File: src/rtl/core/cau_pkg.sv
package cau_pkg;

  // Operation codes.
  localparam logic [1:0] FUNC_ADD = 2'd0;
  localparam logic [1:0] FUNC_MUL = 2'd1;
  localparam logic [1:0] FUNC_NEG = 2'd2;
  localparam logic [1:0] FUNC_RCP = 2'd3;

  // Status codes.
  localparam logic [1:0] ST_OK  = 2'd0;
  localparam logic [1:0] ST_SAT = 2'd1;
  localparam logic [1:0] ST_DBZ = 2'd2;

  // Pipeline flow control shared by the datapath stages.
  typedef struct packed {
    logic advance;
  } flow_t;

endpackage

File: src/rtl/core/cau_front.sv
// Front stages: products and magnitude squared, then sums and shifts.
module cau_front
  import cau_pkg::*;
#(
  parameter int DW = 16,
  parameter int FB = 8
) (
  input  logic                 clk,
  input  flow_t                flow,
  input  logic [1:0]           func,
  input  logic signed [DW-1:0] a_re,
  input  logic signed [DW-1:0] a_im,
  input  logic signed [DW-1:0] b_re,
  input  logic signed [DW-1:0] b_im,
  output logic [1:0]           f2,
  output logic signed [2*DW+1:0] pre_re,
  output logic signed [2*DW+1:0] pre_im,
  output logic [2*DW:0]        mag,
  output logic [DW:0]          abs_re,
  output logic [DW:0]          abs_im,
  output logic                 neg_re,
  output logic                 neg_im
);

  localparam int PW = 2 * DW + 2;

  // Stage 1: four products and the operands.
  logic [1:0]           f1;
  logic signed [2*DW-1:0] p_rr, p_ii, p_ri, p_ir;
  logic signed [DW-1:0] ar1, ai1, br1, bi1;

  always_ff @(posedge clk) begin
    if (flow.advance) begin
      f1   <= func;
      p_rr <= a_re * b_re;
      p_ii <= a_im * b_im;
      p_ri <= a_re * b_im;
      p_ir <= a_im * b_re;
      ar1  <= a_re;
      ai1  <= a_im;
      br1  <= b_re;
      bi1  <= b_im;
    end
  end

  // Squares for the reciprocal, on a separate register path.
  logic signed [2*DW-1:0] sq_r, sq_i;
  always_ff @(posedge clk) begin
    if (flow.advance) begin
      sq_r <= a_re * a_re;
      sq_i <= a_im * a_im;
    end
  end

  // Stage 2: sums and selection of the pre-saturation result.
  logic signed [PW-1:0] s_re, s_im;
  logic signed [DW:0]   ar_n, ai_n;

  assign ar_n = -{ar1[DW-1], ar1};
  assign ai_n = -{ai1[DW-1], ai1};

  always_comb begin
    s_re = '0;
    s_im = '0;
    case (f1)
      FUNC_ADD: begin
        s_re = PW'(ar1) + PW'(br1);
        s_im = PW'(ai1) + PW'(bi1);
      end
      FUNC_MUL: begin
        s_re = (PW'(p_rr) - PW'(p_ii)) >>> FB;
        s_im = (PW'(p_ri) + PW'(p_ir)) >>> FB;
      end
      FUNC_NEG: begin
        s_re = PW'(ar_n);
        s_im = PW'(ai_n);
      end
      default: begin
        s_re = '0;
        s_im = '0;
      end
    endcase
  end

  always_ff @(posedge clk) begin
    if (flow.advance) begin
      f2     <= f1;
      pre_re <= s_re;
      pre_im <= s_im;
      mag    <= {1'b0, sq_r} + {1'b0, sq_i};
      // Real part of 1/a follows a_re; imaginary part follows -a_im.
      neg_re <= ar1[DW-1];
      neg_im <= ~ai1[DW-1] && (ai1 != '0);
      abs_re <= ar1[DW-1] ? ar_n : {1'b0, ar1};
      abs_im <= ai1[DW-1] ? ai_n : {1'b0, ai1};
    end
  end

endmodule

File: config.mk
export PLATFORM = sky130hd
export DESIGN_NAME = cau_front
export DESIGN_NICKNAME = d
export VERILOG_FILES = /design/src/rtl/core/cau_pkg.sv /design/src/rtl/core/cau_front.sv
export SDC_FILE = /design/constraint.sdc
export NUM_CORES = 2
export LEC_CHECK = 0
export BUFFER_PORTS_ARGS = -buffer_cell sky130_fd_sc_hd__buf_2
export CORE_UTILIZATION = 35
export DETAILED_ROUTE_END_ITERATION = 7
export PLACE_DENSITY = 0.6
export SYNTH_ARGS = -nofsm -noshare
export SYNTH_HDL_FRONTEND = slang
export SYNTH_SLANG_ARGS = --single-unit
File: constraint.sdc
create_clock -name clk -period 8.56 [get_ports clk]
set_input_delay 1.712 -clock clk [delete_from_list [all_inputs] [get_ports clk]]
set_output_delay 1.712 -clock clk [all_outputs]
set_load 0.02 [all_outputs]
==> flow_metrics.py <==
metrics = {
    "final_layout": {
        "drive_above_1_share_pct": 6.99,
        "finalNonFillerCells": 10800,
        "final_core_util_pct": 38.5,
        "fin_nets": 10200,
        "synthToLayoutAreaGrowth_pct": 9.46,
    },
    "global_routing": {
        "grt_pass1_wl_microns": 331000,
        "grt_usage_pct": 19.7,
        "antenna_found_initial": 15,
        "grt_max_degree": 154,
        "grt_pass1_vias": 57400,
        "globalRouteOverflowTotal": 0,
    },
    "yosys": {
        "syn_area_sq_um": 75400,
        "yosys_warnings": 0,
        "avgSynthCellArea_sq_um": 9.74,
        "synth_cell_types": 81,
        "synth_flop_cell": "edfxtp_1",
        "synth_seq_cells": 375,
        "syn_nets": 9972,
        "synth_area_leaders": "fa_1 40%, edfxtp_1 15%, ha_1 11%",
        "synth_top_area_cell": "fa_1",
        "yosysSeqAreaShare_pct": 14.9,
        "synth-async-reset-ratio_pct": 0,
        "synth_cells": 7748,
        "yosysTopAreaCellShare_pct": 40.3,
        "synth_edf_count": 375,
    },
    "critical_path": {
        "crit_path_frequent_cell": "fa_1",
        "cp_slowest_cell": "a2111oi_0",
        "crit_path_max_fanout": 24,
        "worstPathRequired_ns": 8.95,
        "slowest_delay_ns": 0.53,
        "rr_worst_depth": 13,
        "path_class": "primary input to register",
        "cp-end-kind": "register",
        "path_cells": "buf_2 > buf_4 > and2_1 > fa_1 > inv_1 > fa_1 > fa_1 > inv_1 > fa_1 > fa_1 > inv_1 > fa_1 > inv_1 > ha_1 > a21oi_1 > nand3b_1 > o21bai_1 > a21oi_1 > a31oi_1 > a2111oi_0 > buf_4 > o31ai_1 > a211oi_1 > nor3_1",
        "crit_path_start_kind": "primary input",
        "cp_data_arrival_time_ns": 8.29,
    },
    "placement": {
        "port_buffers": 206,
        "hpwlAfterDp_microns": 173000,
        "place.gp.congestion": 0.903,
        "dp_cells": 10700,
    },
    "route": {
        "wire_per_inst_microns": 19.3,
        "drc": 0,
        "firstDrtPassIters": 6,
        "dr.first_iter.drc_count": 3340,
        "routed_wl_microns": 208000,
        "drtAntennaViolNets": 0,
        "vias_per_cell": 4.90,
        "dr_total_vias": 53000,
    },
    "timing": {
        "grt_setup_unrepaired": "no",
        "clock.fmax_mhz": 127,
        "final-setup-viol-count": 0,
        "worstMarginPinSlew_ns": 1.01,
        "clock_skew_ns": 0.0370,
        "tns_ns": 0,
        "final-hold-violation-count": 0,
        "period_needed_ns": 7.90,
        "finalMaxSlewViolations": 0,
        "max-slew-margin-rel_pct": 32.3,
        "post-route-period-util_pct": 92.3,
    },
    "die": {
        "fp.dieW_microns": 466,
        "dieArea_sq_um": 217000,
        "pin_count": 207,
        "die_h_microns": 466,
        "rows": 170,
        "design.core.area_sq_um": 214000,
        "initial_core_util_pct": 35.2,
    },
    "worst_hold_path": {
        "hold_depth": 0,
        "holdCritPathClass": "register to register",
    },
    "clock_network": {
        "clk_pin_slew_ns": 0.06,
        "cts.sinks": 375,
        "h-tree-depth": 2,
        "cts_root_buf": "clkbuf_16",
        "clock_path_buffers": 3,
        "ctsHoldBuffers": 0,
        "postCtsSetupRepairBufs": 0,
        "tritoncts": "built",
        "cts_inserted_buffers": 48,
        "insertion_delay_ns": 0.68,
        "cts_resized": 0,
    },
    "outcome": {
        "outcome": "complete, no violations",
    },
    "run": {
        "drv_cap": 0,
    },
}
per-stage QoR:
step | cell area (sq um) | hold WS (ns) | setup slack, ns
finish | 82600 | 0.620 | 0.656
global route | 82600 | 0.655 | 0.245
CTS | 82600 | 0.632 | 0.687
detailed placement | 80900 | 0.612 | 0.0463
global placement | 80900 | 0.604 | 0.0532
floorplan | 75400 | 0.519 | 0.500
cell usage after synthesis (35+ instances only):
| master | number |
|---|---|
| clkbuf_1 | 274 |
| fa_1 | 1518 |
| inv_1 | 1856 |
| nand3_1 | 58 |
| xor2_1 | 84 |
| and3_1 | 36 |
| edfxtp_1 | 375 |
| o21bai_1 | 35 |
| nor3_1 | 65 |
| a21o_1 | 119 |
| nand2b_1 | 50 |
| xnor2_1 | 253 |
| ha_1 | 638 |
| a21oi_1 | 192 |
| and2_1 | 572 |
| o21ai_0 | 112 |
| nor2_1 | 290 |
| nand2_1 | 748 |
layout make-up:
class,count,area [sq um]
sequential,375,11300
inverter,1861,6990
multi-input combinational,5204,56000
clock buffer,53,1220
fill,21400,132000
tap,2838,3550
antenna,6,15.0
timing repair buffer,440,3150
clock inverter,33,424
final timing paths:
check	start	endpoint	slack [ns]
max	b_im[5]	p_ri[28]$_DFFE_PP_	0.66
min	ar1[0]$_DFFE_PP_	abs_re[0]$_DFFE_PP_	0.62
max reg2reg	ai1[1]$_DFFE_PP_	pre_im[18]$_DFFE_PP_	3.96
min reg2reg	ar1[0]$_DFFE_PP_	abs_re[0]$_DFFE_PP_	0.62
per-layer routing:
layer	share of wire [%]	global-route usage (%)	vias to the layer above
met3	5.9	2.66	301
met2	48	32.7	1496
met5	0	0	-
met1	42	25.8	27200
met4	4.6	7.92	0
li1	-	-	24000
kinds of logic (layout without fill, tap and decap cells):
group | Yosys count | after routing | synth area share (%)
AND/OR/NAND/NOR | 1961 | 1961 | 12.8
multiplexers | 13 | 13 | 0.174
flip-flops | 375 | 375 | 14.9
adder cells (fa/ha/maj) | 2156 | 2156 | 50.9
other | 1 | 7 | 0.00497
AO/OA/AOI/OAI | 736 | 736 | 6.45
buffers and inverters | 2169 | 2387 | 10.9
XOR/XNOR | 337 | 337 | 3.91
state kept, by name, indices dropped and copies added, names as in the netlist:
signal / flops
p_rr: 32
sq_r: 30
neg_re: 1
f2: 2
ar1: 16
neg_im: 1
f1: 2
ai1: 16
pre_im: 25
bi1: 16
sq_i: 30
p_ir: 32
abs_im: 17
p_ri: 32
abs_re: 17
br1: 16
mag: 33
p_ii: 32
pre_re: 25
worst max-delay path: cells and delay by family:
| kind | cells | cell delay (ns) |
|---|---|---|
| adder cells (fa/ha/maj) | 7 | 3.14 |
| AND/OR/NAND/NOR | 3 | 0.40 |
| AO/OA/AOI/OAI | 7 | 1.74 |
| buffers and inverters | 7 | 1.26 |
cells in the final DEF, fill, tap and decap left out, drive strengths merged, types with 34 or more instances in the layout:
cell / n
nor3: 67
edfxtp: 375
o21ai: 113
o21bai: 35
nor2: 290
o21a: 34
nand2: 748
fa: 1518
ha: 638
nand2b: 50
inv: 1863
and3: 36
a21oi: 193
buf: 440
a21o: 119
and2: 572
clkbuf: 53
xnor2: 253
nand3: 58
xor2: 84
Power is left out: the tool's default activity adds up to more than one toggle a clock period on the data nets, which glitch-free logic cannot reach.
